===== src/hdl/ultrasonic_echo_timer_unit_defines.svh =====
// Assertion macros used by the top-level file that checks this block.
`ifndef ULTRASONIC_ECHO_TIMER_UNIT_DEFINES_SVH
`define ULTRASONIC_ECHO_TIMER_UNIT_DEFINES_SVH

// Antecedent implies consequent in the same cycle.
`define UET_ASSERT_SAME(label, clk, rstn, ante, cons, msg) \
  label: assert property (@(posedge clk) disable iff (!rstn) (ante) |-> (cons)) \
    else $error(msg);

// Antecedent implies consequent in the next cycle.
`define UET_ASSERT_NEXT(label, clk, rstn, ante, cons, msg) \
  label: assert property (@(posedge clk) disable iff (!rstn) (ante) |=> (cons)) \
    else $error(msg);

`endif


===== src/hdl/uet_pkg.sv =====
package uet_pkg;

  localparam int COUNT_BITS = 16;
  localparam int WIDE_W     = (COUNT_BITS > 16) ? COUNT_BITS : 16;
  localparam int ADDR_W     = 5;

  typedef logic [COUNT_BITS-1:0] cnt_t;
  typedef logic [WIDE_W-1:0]     wide_t;

  localparam cnt_t CNT_MAX = '1;

  typedef enum logic [1:0] {
    PH_IDLE    = 2'd0,
    PH_TRIGGER = 2'd1,
    PH_WAIT    = 2'd2,
    PH_RECV    = 2'd3
  } phase_e;

  typedef enum logic [2:0] {
    REG_TIMEOUT   = 3'd0,
    REG_HOLDOFF   = 3'd1,
    REG_TRIG_W    = 3'd2,
    REG_RISE_MIN  = 3'd3,
    REG_RISE_MAX  = 3'd4,
    REG_WIDTH_MIN = 3'd5,
    REG_WIDTH_MAX = 3'd6,
    REG_UNUSED    = 3'd7
  } reg_idx_e;

  localparam int FLT_TIMEOUT = 0;
  localparam int FLT_BUSY    = 1;
  localparam int FLT_HOLDOFF = 2;
  localparam int FLT_RISE    = 3;
  localparam int FLT_WIDTH   = 4;

  typedef struct packed {
    logic [15:0] timeout_us;
    logic [15:0] holdoff_us;
    logic [7:0]  trigger_width_us;
    logic [15:0] rise_min_us;
    logic [15:0] rise_max_us;
    logic [15:0] width_min_us;
    logic [15:0] width_max_us;
  } cfg_t;

  // Declared from the highest bit down, so trigger_out sits at bit 0.
  typedef struct packed {
    logic [15:0] error_count;
    logic [4:0]  fault_flags;
    logic        new_value;
    logic [15:0] echo_width_us;
    logic        ready_res;
    logic        busy_res;
    logic        trigger_out;
  } res_t;

  localparam int RES_W  = $bits(res_t);
  localparam int DATA_W = ((RES_W + 7) / 8) * 8;

  function automatic cnt_t sat_inc(cnt_t v);
    return (v == CNT_MAX) ? v : v + cnt_t'(1);
  endfunction

  function automatic wide_t wide_cnt(cnt_t v);
    return wide_t'(v);
  endfunction

  function automatic wide_t wide_reg(logic [15:0] v);
    return wide_t'(v);
  endfunction

endpackage


===== src/hdl/ultrasonic_echo_timer_unit.sv =====
// Channel   Direction  Contents
// s_axis    in         one word per microsecond tick: echo level, start request
// m_axis    out        one word per tick: trigger, status, stored width, faults, count
// apb       in         seven timing and window registers at byte addresses 0 to 24
//
// The tick's state update is one combinational pass from the state registers into the
// output register, so a word can be accepted every cycle while the output is not stalled.
// The input is accepted while the output register is empty or being emptied.
// Reset idles the phase, clears the run counters and the output register, marks the
// holdoff as elapsed, loads the stored width with 32767 and the registers with defaults.
// A stalled output holds its word and holds the input off until it is taken.
`include "ultrasonic_echo_timer_unit_defines.svh"

module ultrasonic_echo_timer_unit (
  input  logic                       clk_i,
  input  logic                       rst_ni,
  input  logic                       s_axis_tvalid,
  output logic                       s_axis_tready,
  input  logic [7:0]                 s_axis_tdata,  // echo_level, start_request
  output logic                       m_axis_tvalid,
  input  logic                       m_axis_tready,
  // trigger_out, busy_res, ready_res, echo_width_us, new_value, fault_flags, error_count
  output logic [uet_pkg::DATA_W-1:0] m_axis_tdata,
  input  logic                       psel,
  input  logic                       penable,
  input  logic                       pwrite,
  input  logic [uet_pkg::ADDR_W-1:0] paddr,
  input  logic [31:0]                pwdata,
  output logic [31:0]                prdata,
  output logic                       pready
);
  import uet_pkg::*;

  cfg_t cfg;
  res_t res;
  res_t res_q;
  logic valid_q;
  logic in_fire;

  assign s_axis_tready = !valid_q || m_axis_tready;
  assign in_fire       = s_axis_tvalid && s_axis_tready;

  uet_cfg u_cfg (
    .clk_i   (clk_i),
    .rst_ni  (rst_ni),
    .psel    (psel),
    .penable (penable),
    .pwrite  (pwrite),
    .paddr   (paddr),
    .pwdata  (pwdata),
    .prdata  (prdata),
    .pready  (pready),
    .cfg_o   (cfg)
  );

  uet_core u_core (
    .clk_i   (clk_i),
    .rst_ni  (rst_ni),
    .en_i    (in_fire),
    .echo_i  (s_axis_tdata[0]),
    .start_i (s_axis_tdata[1]),
    .cfg_i   (cfg),
    .res_o   (res)
  );

  always_ff @(posedge clk_i or negedge rst_ni) begin
    if (!rst_ni) begin
      valid_q <= 1'b0;
      res_q   <= '0;
    end else begin
      if (in_fire) begin
        valid_q <= 1'b1;
        res_q   <= res;
      end else if (m_axis_tready) begin
        valid_q <= 1'b0;
      end
    end
  end

  assign m_axis_tvalid = valid_q;
  assign m_axis_tdata  = DATA_W'(res_q);

  `UET_ASSERT_SAME(a_busy_not_ready, clk_i, rst_ni, valid_q, !(res_q.busy_res && res_q.ready_res), "busy and ready both set")
  `UET_ASSERT_SAME(a_new_idle, clk_i, rst_ni, valid_q && res_q.new_value, !res_q.busy_res, "new width while busy")
  `UET_ASSERT_NEXT(a_count_mono, clk_i, rst_ni, in_fire, res_q.error_count >= $past(res_q.error_count), "error count decreased")
  `UET_ASSERT_SAME(a_ready_empty, clk_i, rst_ni, !valid_q, s_axis_tready, "input held off with empty output")

endmodule


===== src/hdl/uet_cfg.sv =====
module uet_cfg (
  input  logic                       clk_i,
  input  logic                       rst_ni,
  input  logic                       psel,
  input  logic                       penable,
  input  logic                       pwrite,
  input  logic [uet_pkg::ADDR_W-1:0] paddr,
  input  logic [31:0]                pwdata,
  output logic [31:0]                prdata,
  output logic                       pready,
  output uet_pkg::cfg_t              cfg_o
);
  import uet_pkg::*;

  cfg_t     cfg_q, cfg_d;
  reg_idx_e idx;
  logic     wr_en;

  assign idx    = reg_idx_e'(paddr[4:2]);
  assign wr_en  = psel & penable & pwrite;
  assign pready = 1'b1;
  assign cfg_o  = cfg_q;

  always_comb begin
    cfg_d = cfg_q;
    if (wr_en) begin
      case (idx)
        REG_TIMEOUT:   cfg_d.timeout_us       = pwdata[15:0];
        REG_HOLDOFF:   cfg_d.holdoff_us       = pwdata[15:0];
        REG_TRIG_W:    cfg_d.trigger_width_us = pwdata[7:0];
        REG_RISE_MIN:  cfg_d.rise_min_us      = pwdata[15:0];
        REG_RISE_MAX:  cfg_d.rise_max_us      = pwdata[15:0];
        REG_WIDTH_MIN: cfg_d.width_min_us     = pwdata[15:0];
        REG_WIDTH_MAX: cfg_d.width_max_us     = pwdata[15:0];
        default:       cfg_d = cfg_q;
      endcase
    end
  end

  always_comb begin
    case (idx)
      REG_TIMEOUT:   prdata = 32'(cfg_q.timeout_us);
      REG_HOLDOFF:   prdata = 32'(cfg_q.holdoff_us);
      REG_TRIG_W:    prdata = 32'(cfg_q.trigger_width_us);
      REG_RISE_MIN:  prdata = 32'(cfg_q.rise_min_us);
      REG_RISE_MAX:  prdata = 32'(cfg_q.rise_max_us);
      REG_WIDTH_MIN: prdata = 32'(cfg_q.width_min_us);
      REG_WIDTH_MAX: prdata = 32'(cfg_q.width_max_us);
      default:       prdata = 32'd0;
    endcase
  end

  always_ff @(posedge clk_i or negedge rst_ni) begin
    if (!rst_ni) begin
      cfg_q.timeout_us       <= 16'd30000;
      cfg_q.holdoff_us       <= 16'd200;
      cfg_q.trigger_width_us <= 8'd5;
      cfg_q.rise_min_us      <= 16'd650;
      cfg_q.rise_max_us      <= 16'd850;
      cfg_q.width_min_us     <= 16'd100;
      cfg_q.width_max_us     <= 16'd25000;
    end else begin
      cfg_q <= cfg_d;
    end
  end

endmodule


===== src/hdl/uet_core.sv =====
module uet_core (
  input  logic          clk_i,
  input  logic          rst_ni,
  input  logic          en_i,
  input  logic          echo_i,
  input  logic          start_i,
  input  uet_pkg::cfg_t cfg_i,
  output uet_pkg::res_t res_o
);
  import uet_pkg::*;

  phase_e      phase_q, phase_d;
  logic [7:0]  pulse_q, pulse_d;
  cnt_t        st_q, st_d;
  cnt_t        rise_q, rise_d;
  cnt_t        wc_q, wc_d;
  cnt_t        sd_q, sd_d;
  logic [15:0] width_q, width_d;
  logic [15:0] total_q, total_d;

  cnt_t        sd_inc, st_inc, wc_inc;
  logic [4:0]  flags;
  logic        trig, fresh;
  logic [2:0]  adds;
  logic [16:0] sum;

  assign sd_inc = sat_inc(sd_q);
  assign st_inc = sat_inc(st_q);
  assign wc_inc = sat_inc(wc_q);

  always_comb begin
    phase_d = phase_q;
    pulse_d = pulse_q;
    st_d    = st_q;
    rise_d  = rise_q;
    wc_d    = wc_q;
    width_d = width_q;
    trig    = 1'b0;
    fresh   = 1'b0;
    flags   = '0;
    case (phase_q)
      PH_IDLE: begin
        if (start_i) begin
          if (wide_cnt(sd_inc) < wide_reg(cfg_i.holdoff_us)) begin
            flags[FLT_HOLDOFF] = 1'b1;
          end
          pulse_d = (cfg_i.trigger_width_us == 8'd0) ? 8'd0 : cfg_i.trigger_width_us - 8'd1;
          phase_d = PH_TRIGGER;
          trig    = 1'b1;
        end
      end
      PH_TRIGGER: begin
        flags[FLT_BUSY] = start_i;
        if (pulse_q != 8'd0) begin
          pulse_d = pulse_q - 8'd1;
          trig    = 1'b1;
        end else begin
          phase_d = PH_WAIT;
          st_d    = '0;
        end
      end
      PH_WAIT, PH_RECV: begin
        flags[FLT_BUSY] = start_i;
        st_d = st_inc;
        if (phase_q == PH_WAIT) begin
          if (echo_i) begin
            rise_d  = st_inc;
            wc_d    = '0;
            phase_d = PH_RECV;
          end
        end else begin
          wc_d = wc_inc;
          if (!echo_i) begin
            width_d = (wide_cnt(wc_inc) > wide_t'(16'hFFFF)) ? 16'hFFFF
                                                              : 16'(wide_cnt(wc_inc));
            fresh   = 1'b1;
            phase_d = PH_IDLE;
            if (!(wide_cnt(rise_q) > wide_reg(cfg_i.rise_min_us) &&
                  wide_cnt(rise_q) < wide_reg(cfg_i.rise_max_us))) begin
              flags[FLT_RISE] = 1'b1;
            end
            if (!(wide_cnt(wc_inc) > wide_reg(cfg_i.width_min_us) &&
                  wide_cnt(wc_inc) < wide_reg(cfg_i.width_max_us))) begin
              flags[FLT_WIDTH] = 1'b1;
            end
          end
        end
        if (phase_d != PH_IDLE &&
            (wide_cnt(st_inc) >= wide_reg(cfg_i.timeout_us) || st_inc == CNT_MAX)) begin
          flags[FLT_TIMEOUT] = 1'b1;
          phase_d = PH_IDLE;
        end
      end
      default: phase_d = PH_IDLE;
    endcase
  end

  assign sd_d    = fresh ? '0 : sd_inc;
  assign adds    = 3'(flags[0]) + 3'(flags[1]) + 3'(flags[2]) + 3'(flags[3]) + 3'(flags[4]);
  assign sum     = 17'(total_q) + 17'(adds);
  assign total_d = sum[16] ? 16'hFFFF : sum[15:0];

  assign res_o.trigger_out   = trig;
  assign res_o.busy_res      = (phase_d != PH_IDLE);
  assign res_o.ready_res     = (phase_d == PH_IDLE) &&
                               (wide_cnt(sd_d) > wide_reg(cfg_i.holdoff_us));
  assign res_o.echo_width_us = width_d;
  assign res_o.new_value     = fresh;
  assign res_o.fault_flags   = flags;
  assign res_o.error_count   = total_d;

  always_ff @(posedge clk_i or negedge rst_ni) begin
    if (!rst_ni) begin
      phase_q <= PH_IDLE;
      pulse_q <= '0;
      st_q    <= '0;
      rise_q  <= '0;
      wc_q    <= '0;
      sd_q    <= CNT_MAX;
      width_q <= 16'd32767;
      total_q <= '0;
    end else if (en_i) begin
      phase_q <= phase_d;
      pulse_q <= pulse_d;
      st_q    <= st_d;
      rise_q  <= rise_d;
      wc_q    <= wc_d;
      sd_q    <= sd_d;
      width_q <= width_d;
      total_q <= total_d;
    end
  end

endmodule


===== config.mk =====
export PLATFORM = sky130hd
export DESIGN_NAME = ultrasonic_echo_timer_unit
export DESIGN_NICKNAME = d
export VERILOG_FILES = /design/src/hdl/uet_pkg.sv /design/src/hdl/ultrasonic_echo_timer_unit.sv /design/src/hdl/uet_cfg.sv /design/src/hdl/uet_core.sv
export VERILOG_INCLUDE_DIRS = /design/src /design/src/hdl
export SDC_FILE = /design/constraint.sdc
export NUM_CORES = 1
export LEC_CHECK = 0
export BUFFER_PORTS_ARGS = -buffer_cell sky130_fd_sc_hd__buf_2
export CAP_MARGIN = 20
export CORE_MARGIN = 1
export CORE_UTILIZATION = 40
export CTS_BUF_LIST = sky130_fd_sc_hd__clkbuf_2 sky130_fd_sc_hd__clkbuf_4 sky130_fd_sc_hd__clkbuf_8
export CTS_CLUSTER_DIAMETER = 80
export CTS_CLUSTER_SIZE = 12
export DETAILED_ROUTE_END_ITERATION = 7
export PLACE_DENSITY = 0.68
export RECOVER_POWER = 25
export SLEW_MARGIN = 20
export SYNTH_ARGS = -nofsm -noshare
export SYNTH_HDL_FRONTEND = slang
export SYNTH_SLANG_ARGS = --single-unit

===== constraint.sdc =====
create_clock -name clk_i -period 10.8 [get_ports clk_i]
set_input_delay 0 -clock clk_i [delete_from_list [all_inputs] [get_ports clk_i]]
set_output_delay 0 -clock clk_i [all_outputs]
set_load 0.02 [all_outputs]

==> summary.txt, run 1 <==
Run status
  • Status: finished with violations
  • Violated checks: max-capacitance violations, max-slew violations

Global routing
  • Gr usage total: 21.76%
  • Largest net degree at the start of global routing: 119
  • Initial antenna violation count: 1
  • First-pass GRT wire length: 62.89 mm
  • Vias in the first global route: 11,620
  • GRT Residual Overflow: 0

Timing
  • Tmin final: 7.104 ns
  • Fin worst setup slack: 3.696 ns
  • FMAX: 140.8 MHz
  • Final hold vios: 0
  • Setup TNS: 0 ns
  • Slew Limit Fails: 167
  • Worst slew margin: -335.0%
  • Worst-Margin Slew: 6.525 ns
  • RSZ-0062 raised after global routing: no
  • Setup Viol. Count Final: 0
  • Skew final: 0.05094 ns
  • Period Utilization, post-route: 65.78%

Clock network
  • CTS tree: yes
  • PostCTS Resize Cnt: 0
  • Clk_lat worst skew: 0.60 ns
  • Max clock buf depth: 3
  • Clk slew on worst S/H paths: 0.09 ns
  • Clock Root Buffer: clkbuf_8
  • H-tree depth: 1
  • Cts bufs inserted: 24
  • CTS sink cnt: 235

Worst setup path
  • Crit path top cell by count: ha_1
  • Crit path capture type: register
  • CP Launch Type: register
  • Flop2flop setup slack: 3.70 ns
  • Worst-path maximum fanout: 8
  • Data arrival, critical path: 7.58 ns
  • CP startpoint: u_core.st_q[0]$_DFFE_PN0P_
  • WS Path Type: register to register
  • Reg2Reg Launch Point: u_core.st_q[0]$_DFFE_PN0P_
  • Slowest-stage cell, CP: nor4b_1
  • CP Data Required Time: 11.28 ns
  • Crit-path max cell delay: 0.75 ns

Die
  • Die W: 192.0 µm
  • IO Count: 135
  • Die Y-Extent: 192.0 µm
  • Core Area: 0.03557 mm²
  • Placement Rows: 69
  • Initial Util: 40.60%
  • Die area: 0.03687 mm²

Yosys
  • Seq/Total Area, Yosys: 41.25%
  • Yosys reg bits: 235
  • Synthesized area: 0.01444 mm²
  • Top FF cell, synth: dfrtp_1
  • Ys Warns: 0
  • Synthesized area per cell: 9.089 µm²
  • Gate Count Post-Synth: 1,589
  • Number of synthesized flops with an enable pin: 0
  • FFs w/ async S/R, synth: 100.0%
  • Netlist cell types: 72

Pwr
  • Pwr per Cell Area: 176.2 mW/mm²
  • Pleak: 7.592 nW
  • Maximum VDD drop: 87.53 µV

Layout
  • Final instance count without filler cells: 2,135
  • Antenna diodes: 0
  • Most frequent cells in the layout: nand2_1 (217), dfrtp_1 (174), o21ai_0 (168)
  • Layout cells sized above 1: 15.35%
  • Commonest non-fill, non-tap cell in the layout: nand2_1
  • Final Cell Area: 0.01582 mm²
  • Area grow syn2layout: 9.538%
  • Final Net Count: 1,831

Route
  • Final antenna-violating net count: 0
  • Initial DRC Count: 872
  • DRT Wirelength: 39.12 mm
  • Drt wl/cell: 18.32 µm
  • DR vias/cell: 5.521
  • DRC: 0
  • Total number of vias: 11,790
  • DRT Pass-1 Iters: 6

Placed design
  • Placement Cell Area: 0.01512 mm²
  • GP Congestion: 0.8985
  • Placed insts: 2,069
  • IO buf count: 86
  • DP HPWL: 29.11 mm
  • Pre-CTS setup slack: 3.816 ns

Hold path
  • Hold Crit Class: input port to register
  • Hold Crit Start: pwrite

Flow run
  • Max_cap viols: 2
-- worst max-delay path: cells and delay by family, from the launching register on --
family	cells	cell delay, ns
and+or+nand+nor	10	2.28
adders and majority gates	7	2.23
AOI/OAI and AO/OA	7	1.49
DFF	1	0.47
xor gates and xnor gates	2	0.37
buffers and inverters	3	0.18
-- Yosys cell counts (all sizes together) (23+ instances only) --
cell type,count,area share [%]
nand2,217,5.6
dfrtp,174,30
o21ai,171,5.9
inv,131,3.4
ha,119,10
nor2,95,2.5
a21oi,76,2.7
dfstp,61,11
mux2,54,4.2
clkbuf,52,1.4
buf,45,2.0
nand3,40,1.5
nand4,32,1.4
xnor2,24,1.5
a21o,23,1.2
-- cell families after synthesis --
kind of cell,synth area share [%]
other cells,0.05200
fa+ha+maj,10.73
simple gates,15.98
flops,41.25
compound gates,16.44
mux,6.038
xor+xnor,2.729
buf+inv,6.792
-- registers in the layout, indices dropped and copies added (netlist names) --
| signal | count |
|---|---|
| u_core.pulse_q | 8 |
| u_core.wc_q | 16 |
| u_core.sd_q | 16 |
| m_axis_tdata | 25 |
| u_core.rise_q | 16 |
| u_core.phase_q | 2 |
| u_core.st_q | 16 |
| u_core.width_q | 15 |
| u_cfg.cfg_o | 104 |
| m_axis_tvalid | 1 |
| u_core.total_q | 16 |
-- worst paths after layout --
path,endpoint,cells after the start
setup reg to reg,u_core.total_q[15]$_DFFE_PN0P_,29
hold reg to reg,u_core.width_q[11]$_DFFE_PN1P_,2
max in group asynchronous,m_axis_tdata[5]$_DFFE_PN0P_,2
hold / removal,u_cfg.cfg_o[3]$_DFFE_PN1P_,5
min in group asynchronous,u_core.st_q[8]$_DFFE_PN0P_,2
setup / recovery,u_core.total_q[15]$_DFFE_PN0P_,29
-- per-stage QoR --
| step | total power, W | utilization, % | hold slack (ns) |
|---|---|---|---|
| final | 0.002787 | 44.48 | 0.1336 |
| after global placement | 0.002152 | 42.51 | 0.1460 |
| after floorplan | 0.001874 | - | -0.2956 |
| after detailed placement | 0.002189 | 42.51 | 0.1517 |
| after global routing | 0.002985 | 44.48 | 0.1309 |
| after CTS | 0.002804 | 44.49 | 0.1286 |
-- final cells by class --
class                      instances  area (µm²)
fill                            3463       19750
clock inverter                     4       40.04
tap                              461       576.8
clock buffer                      39       442.9
inverter                         131       491.7
timing repair buffer             117       706.9
multi-input combinational       1148        7605
sequential                       235        5957
-- metal layers --
layer,up-vias,global-route usage [%],share of wire [%]
met4,0,8.056,3.7
met5,-,0,0
met1,5709,28.95,43
met3,80,3.819,6.0
li1,5662,-,-
met2,336,35.31,47
-- report_power, final --
| part | internal (W) | switching (W) | leakage [nW] |
|---|---|---|---|
| Combinational | 0.000362 | 0.000575 | 4.50 |
| Sequential | 0.00108 | 0.000171 | 2.83 |
| Clock | 0.000265 | 0.000334 | 0.259 |
-- timing repair --
| action | 4_1_cts | 5_1_grt |
|---|---|---|
| hold endpoints to repair | 228 | 0 |
| hold buffers | 22 | 0 |
| buffers inserted | 0 | 0 |
No activity file was read; power rests on OpenSTA's default activity.
==> run 2, diff against run 1 <==
- clock period: 10.8 -> 7.3 ns (I/O delays scaled with it)
==> summary.txt, run 2 (same netlist as run 1, synthesis figures left out) <==
Flow run
  • Max_cap viols: 4 (+2)

Global routing
  • Initial antenna violation count: 0 (-1)
  • GRT Residual Overflow: 0 (unchanged)
  • Gr usage total: 21.87% (+0.11 points)
  • First-pass GRT wire length: 63.45 mm (+0.88%)
  • Largest net degree at the start of global routing: 169 (+42%)
  • Vias in the first global route: 11,620 (-0.052%)

Die
  • Core Area: 0.03557 mm² (unchanged)
  • Die W: 192.0 µm (unchanged)
  • Placement Rows: 69 (unchanged)
  • Die Y-Extent: 192.0 µm (unchanged)
  • Initial Util: 40.60% (unchanged)
  • IO Count: 135 (unchanged)
  • Die area: 0.03687 mm² (unchanged)

Placed design
  • DP HPWL: 29.01 mm (-0.35%)
  • GP Congestion: 0.8644 (-3.8%)
  • IO buf count: 86 (unchanged)

Clock network
  • Clk slew on worst S/H paths: 0.09 ns (about the same)
  • Clock Root Buffer: clkbuf_8
  • CTS sink cnt: 235 (unchanged)
  • Cts bufs inserted: 23 (-4.2%)
  • Clk_lat worst skew: 0.58 ns (-0.02 ns)
  • H-tree depth: 1 (unchanged)
  • CTS tree: yes
  • Max clock buf depth: 3 (unchanged)
  • Setup Buffers After CTS: 0 (unchanged)

Timing
  • Min Hold Slack: 0.2208 ns (+0.08722 ns)
  • Setup Viol. Count Final: 0 (unchanged)
  • Skew final: 0.03452 ns (-0.01641 ns)
  • Worst-Margin Slew: 2.483 ns (-4.042 ns)
  • Worst slew margin: -65.56% (+270 points)
  • Slew Limit Fails: 150 (-10%)
  • FMAX: 147.7 MHz (+4.9%)
  • RSZ-0062 raised after global routing: no
  • Final hold vios: 0 (unchanged)
  • Setup TNS: 0 ns (unchanged)
  • Tmin final: 6.771 ns (-0.3334 ns)
  • Period Utilization, post-route: 92.75% (+27 points)

Route
  • Final antenna-violating net count: 0 (unchanged)
  • DRT Wirelength: 39.34 mm (+0.58%)
  • Metal1 wirelength: 17.26 mm (+1.5%)
  • DRT Pass-1 Iters: 6 (unchanged)
  • Met3 WL: 2.242 mm (-4.2%)
  • Routed length on met2: 18.61 mm (+1.6%)
  • DRC: 0 (unchanged)
  • Initial DRC Count: 947 (+8.6%)
  • Total number of vias: 11,860 (+0.62%)
  • Drt wl/cell: 18.39 µm (+0.39%)
  • DR vias/cell: 5.545 (+0.43%)
  • Top Metal Used: met4

Layout
  • Antenna diodes: 0 (unchanged)
  • Area grow syn2layout: 9.495% (about the same)
  • Final Net Count: 1,836 (+0.27%)
  • Layout cells sized above 1: 14.00% (-1.3 points)
  • Most frequent cells in the layout: nand2_1 (217), dfrtp_1 (174), o21ai_0 (168)
  • Fill cells: 3,447 (-0.46%)
  • Max reg flops: 104 (unchanged)
  • Commonest non-fill, non-tap cell in the layout: nand2_1
  • Final Util: 44.46% (about the same)

Worst setup path
  • WP buf/inv: 4 (+1)
  • Worst-path maximum fanout: 11 (+3)
  • CP Data Required Time: 7.80 ns (-3.48 ns)
  • Slowest-stage cell, CP: fa_1
  • Crit path capture type: register
  • Data arrival, critical path: 7.27 ns (-0.31 ns)
  • Flop2flop setup slack: 0.53 ns (-3.17 ns)
  • Kind of cell adding the most delay to the critical path: adder cells
  • Crit-path max cell delay: 0.51 ns (-0.24 ns)
  • Reg2Reg Launch Point: u_core.st_q[0]$_DFFE_PN0P_
  • CP startpoint: u_core.st_q[0]$_DFFE_PN0P_
  • WS Path Type: register to register
  • CP Launch Type: register

Pwr
  • Sw Ratio: 38.66% (-0.092 points)
  • Clock power share: 20.9% (-0.6 points)
  • Power Internal: 0.002514 W (+47%)
  • Switching power: 0.001584 W (+47%)
  • Power share of the sequential group: 45.3% (+0.4 points)
  • Comb power frac: 33.9% (+0.3 points)
  • Pwr per Cell Area: 259.1 mW/mm² (+47%)
  • Pleak: 7.518 nW (-0.98%)
  • Maximum VDD drop: 153.2 µV (+75%)

Run status
  • Status: finished with violations
  • Violated checks: max-capacitance violations, max-slew violations

Hold path
  • Hold Crit Start: m_axis_tready
  • Hold Crit Class: input port to register
run 2: changes by cell type in the layout (fill, tap and decap cells not counted), sizes merged:
cell	previous run	this run
dlygate4sd3	22	23
clkbuf	52	78
buf	82	61
inv	132	131
clkinv	2	1
run 2: cell type report:
| cell class | count | area, µm² | area share, % |
|---|---|---|---|
| Sequential cell | 235 | 5957 | 37.67 |
| Inverter | 131 | 491.7 | 3.109 |
| Tap cell | 461 | 576.8 | 3.647 |
| Multi-Input combinational cell | 1148 | 7614 | 48.14 |
| Timing Repair Buffer | 123 | 719.4 | 4.549 |
| Clock buffer | 39 | 442.9 | 2.801 |
| Clock inverter | 2 | 12.51 | 0.07912 |
run 2: repair_timing:
action / in CTS / in global routing
resized for setup: 0 / 3
setup endpoints to repair: 0 / 13
hold buffers: 24 / 0
hold endpoints to repair: 174 / 0
run 2: layer usage:
metal,vias up,GRT usage (%)
li1,5651,-
met1,5820,29.22
met2,321,36.10
met3,68,3.417
met4,0,7.117
met5,-,0
run 2: per-stage QoR:
stage / power [W] / worst slack [ns] / cells / cell area, µm²
4_1_cts: 0.004123 / 0.3466 / 2139 / 15880
2_1_floorplan: 0.002772 / 1.205 / 1611 / 14530
3_3_place_gp: 0.003188 / 0.4905 / 2074 / 15170
3_5_place_dp: 0.003238 / 0.4493 / 2074 / 15170
5_1_grt: 0.004388 / 0.05361 / 2139 / 15810
6_report: 0.004097 / 0.5293 / 2139 / 15810
run 2: path summary, 6_finish.rpt:
kind | to | depth (start not counted)
worst min register to register | u_core.width_q[12]$_DFFE_PN1P_ | 2
min in group asynchronous | u_cfg.cfg_o[59]$_DFFE_PN0P_ | 3
worst max-delay path | u_core.total_q[3]$_DFFE_PN0P_ | 27
max in group asynchronous | u_core.st_q[14]$_DFFE_PN0P_ | 4
worst min-delay path | u_core.total_q[4]$_DFFE_PN0P_ | 6
worst max register to register | u_core.total_q[3]$_DFFE_PN0P_ | 27
run 2: power by group through the flow:
stage / registers (W) / logic [W] / clock network (W)
after floorplan: 0.00181 / 0.000958 / 0
after global placement: 0.00186 / 0.00133 / 0
after detailed placement: 0.00187 / 0.00137 / 0
after CTS: 0.00184 / 0.00140 / 0.000878
after global routing: 0.00189 / 0.00158 / 0.000923
final: 0.00185 / 0.00139 / 0.000855
run 2: worst reg2reg max path, stage by stage (launching register included):
cell and delay [ns]:
dfrtp_1 0.49, ha_1 0.23, and4_1 0.37, and2_0 0.34
nand2_1 0.28, nand2_1 0.17, xor2_1 0.28, inv_1 0.09
ha_1 0.27, o21ai_0 0.15, o21ai_0 0.12, a221o_1 0.35
a31oi_4 0.31, nor2_1 0.10, ha_1 0.28, inv_1 0.04
fa_1 0.48, inv_1 0.04, ha_1 0.18, fa_1 0.52
inv_1 0.06, fa_1 0.42, nor2b_1 0.12, o21ai_0 0.13
nor2_1 0.19, nand3_1 0.12, or3_4 0.48, nand2_1 0.09
==> run 3, diff against run 2 <==
- BUFFER_PORTS_ARGS: -buffer_cell sky130_fd_sc_hd__buf_2 -> not set
- DONT_BUFFER_PORTS: not set -> 1
- PLACE_DENSITY: 0.68 -> 0.64
==> summary.txt, run 3 (same netlist as run 1, synthesis figures left out) <==
Clock network
  • Max clock buf depth: 3 (unchanged)
  • CTS tree: yes
  • Clk slew on worst S/H paths: 0.09 ns (about the same)
  • Clk_lat worst skew: 0.58 ns (about the same)
  • CTS sink cnt: 235 (unchanged)
  • Cts bufs inserted: 24 (+4.3%)
  • Clock Root Buffer: clkbuf_8
  • H-tree depth: 1 (unchanged)
  • Setup Buffers After CTS: 0 (unchanged)

Timing
  • Setup TNS: 0 ns (unchanged)
  • RSZ-0062 raised after global routing: no
  • Min Hold Slack: -0.008986 ns (-0.2298 ns)
  • FMAX: 149.3 MHz (+1.1%)
  • Period Utilization, post-route: 91.75% (-1.0 points)
  • Setup Viol. Count Final: 0 (unchanged)
  • Worst slew margin: -232.8% (-170 points)
  • Slew Limit Fails: 185 (+23%)
  • Skew final: 0.04024 ns (+0.005712 ns)
  • Worst-Margin Slew: 4.991 ns (+2.508 ns)
  • Final hold vios: 2 (+2)
  • Tmin final: 6.698 ns (-0.07285 ns)
  • Fin worst setup slack: 0.6021 ns (+0.07285 ns)

Global routing
  • Largest net degree at the start of global routing: 236 (+40%)
  • GRT Residual Overflow: 0 (unchanged)
  • Vias in the first global route: 11,220 (-3.4%)
  • Gr usage total: 21.88% (about the same)
  • First-pass GRT wire length: 62.78 mm (-1.0%)
  • Initial antenna violation count: 1 (+1)

Layout
  • Antenna diodes: 0 (unchanged)
  • Commonest non-fill, non-tap cell in the layout: nand2_1
  • Most frequent cells in the layout: nand2_1 (217), dfrtp_1 (173), o21ai_0 (168)
  • Final Net Count: 1,763 (-4.0%)
  • Area grow syn2layout: 8.066%
  • Final Util: 43.88% (-0.58 points)
  • Layout cells sized above 1: 12.26% (-1.7 points)
  • Max reg flops: 104 (unchanged)

Die
  • Core Area: 0.03557 mm² (unchanged)
  • Placement Rows: 69 (unchanged)
  • Die area: 0.03687 mm² (unchanged)
  • Die W: 192.0 µm (unchanged)
  • Die Y-Extent: 192.0 µm (unchanged)
  • IO Count: 135 (unchanged)
  • Initial Util: 40.60% (unchanged)

Flow run
  • Max_cap viols: 4 (unchanged)

Worst setup path
  • Flop2flop setup slack: 0.60 ns (+0.07 ns)
  • Crit path capture type: register
  • WS Path Type: register to register
  • Worst-path maximum fanout: 8 (-3)
  • R2r endpoint: u_core.total_q[14]$_DFFE_PN0P_
  • CP Launch Type: register
  • Reg2Reg Launch Point: u_core.st_q[1]$_DFFE_PN0P_
  • Worst Reg-to-Reg Cells: 30 (+11%)
  • Crit-path max cell delay: 0.52 ns (about the same)
  • Data arrival, critical path: 7.20 ns (-0.07 ns)
  • Slowest-stage cell, CP: fa_1
  • CP Data Required Time: 7.80 ns (about the same)
  • Crit path top cell by count: nor2_1

Pwr
  • Total Power: 0.004084 W (-0.32%)
  • Pleak: 7.349 nW (-2.2%)
  • Pwr per Cell Area: 261.7 mW/mm² (+1.0%)
  • Maximum VDD drop: 208.5 µV (+36%)

Placed design
  • IO buf count: 0 (-100%)
  • DP HPWL: 28.91 mm (-0.33%)
  • Pre-CTS setup slack: 0.2845 ns (-0.1648 ns)
  • GP Congestion: 0.8854 (+2.4%)

Run status
  • Violated checks: negative hold slack, max-capacitance violations, max-slew violations
  • Status: finished with violations

Route
  • Initial DRC Count: 830 (-12%)
  • DRT Wirelength: 39.89 mm (+1.4%)
  • Total number of vias: 11,520 (-2.9%)
  • DRC: 0 (unchanged)
  • Final antenna-violating net count: 0 (unchanged)
  • DR vias/cell: 5.568 (+0.42%)
  • DRT Pass-1 Iters: 5 (-1)
  • Drt wl/cell: 19.29 µm (+4.9%)

Hold path
  • Hold Crit Start: paddr[2]
  • Hold Crit Class: input port to register
  • Cell depth of the worst hold path: 4 (-2)
  • Worst Hold End: u_cfg.cfg_o[51]$_DFFE_PN1P_
==> run 3: worst max path at each step <==
stage                                endpoint  cells past startpoint                  startpoint
6_report       u_core.total_q[14]$_DFFE_PN0P_                     30  u_core.st_q[1]$_DFFE_PN0P_
5_1_grt        u_core.total_q[14]$_DFFE_PN0P_                     30  u_core.st_q[0]$_DFFE_PN0P_
4_1_cts         u_core.total_q[7]$_DFFE_PN0P_                     29  u_core.st_q[0]$_DFFE_PN0P_
3_5_place_dp    u_core.total_q[7]$_DFFE_PN0P_                     29  u_core.st_q[0]$_DFFE_PN0P_
3_3_place_gp    u_core.total_q[8]$_DFFE_PN0P_                     29  u_core.st_q[0]$_DFFE_PN0P_
2_1_floorplan  u_core.total_q[10]$_DFFE_PN0P_                     29  u_core.st_q[0]$_DFFE_PN0P_
==> run 3: area by class of cell <==
type                            count  area, µm²
Clock inverter                      3      22.52
Clock buffer                       41      464.2
Inverter                          131      491.7
Timing Repair Buffer               49      467.9
Fill cell                        3483      19960
Sequential cell                   235       5958
Multi-Input combinational cell   1148       7626
Tap cell                          461      576.8
==> run 3: power breakdown <==
group          internal, W  switching (W)
Clock             0.000404       0.000489
Sequential         0.00160       0.000310
Combinational     0.000509       0.000776
==> run 3: per-layer routing <==
layer / track usage, % / share of wire (%) / up-vias
met1: 29.26 / 44 / 5555
met5: 0 / 0.033 / -
met3: 3.947 / 6.0 / 78
met4: 8.449 / 3.9 / 2
met2: 35.10 / 46 / 361
li1: - / - / 5519
==> run 3: worst max-delay path: cells and delay by family (launching register included) <==
family / cells / cell delay (ns)
adder cells (fa/ha/maj): 7 / 2.40
AO/OA/AOI/OAI: 8 / 1.58
AND/OR/NAND/NOR: 10 / 1.74
buffers and inverters: 4 / 0.24
XOR/XNOR: 1 / 0.23
flip-flops: 1 / 0.43
==> run 3: repair_timing <==
item,in CTS,in global routing
endpoints found under the setup margin,0,15
gates resized for setup,0,6
hold buffers,29,4
hold endpoints to repair,371,2
==> run 3: through the flow <==
stage	cell area [µm²]	cells	hold WS (ns)
after floorplan	14530	1611	-0.2956
after global placement	14730	1989	-0.2819
after CTS	15520	2062	0.006969
final	15610	2068	-0.008986
after detailed placement	14730	1989	-0.2783
after global routing	15610	2068	0.001876
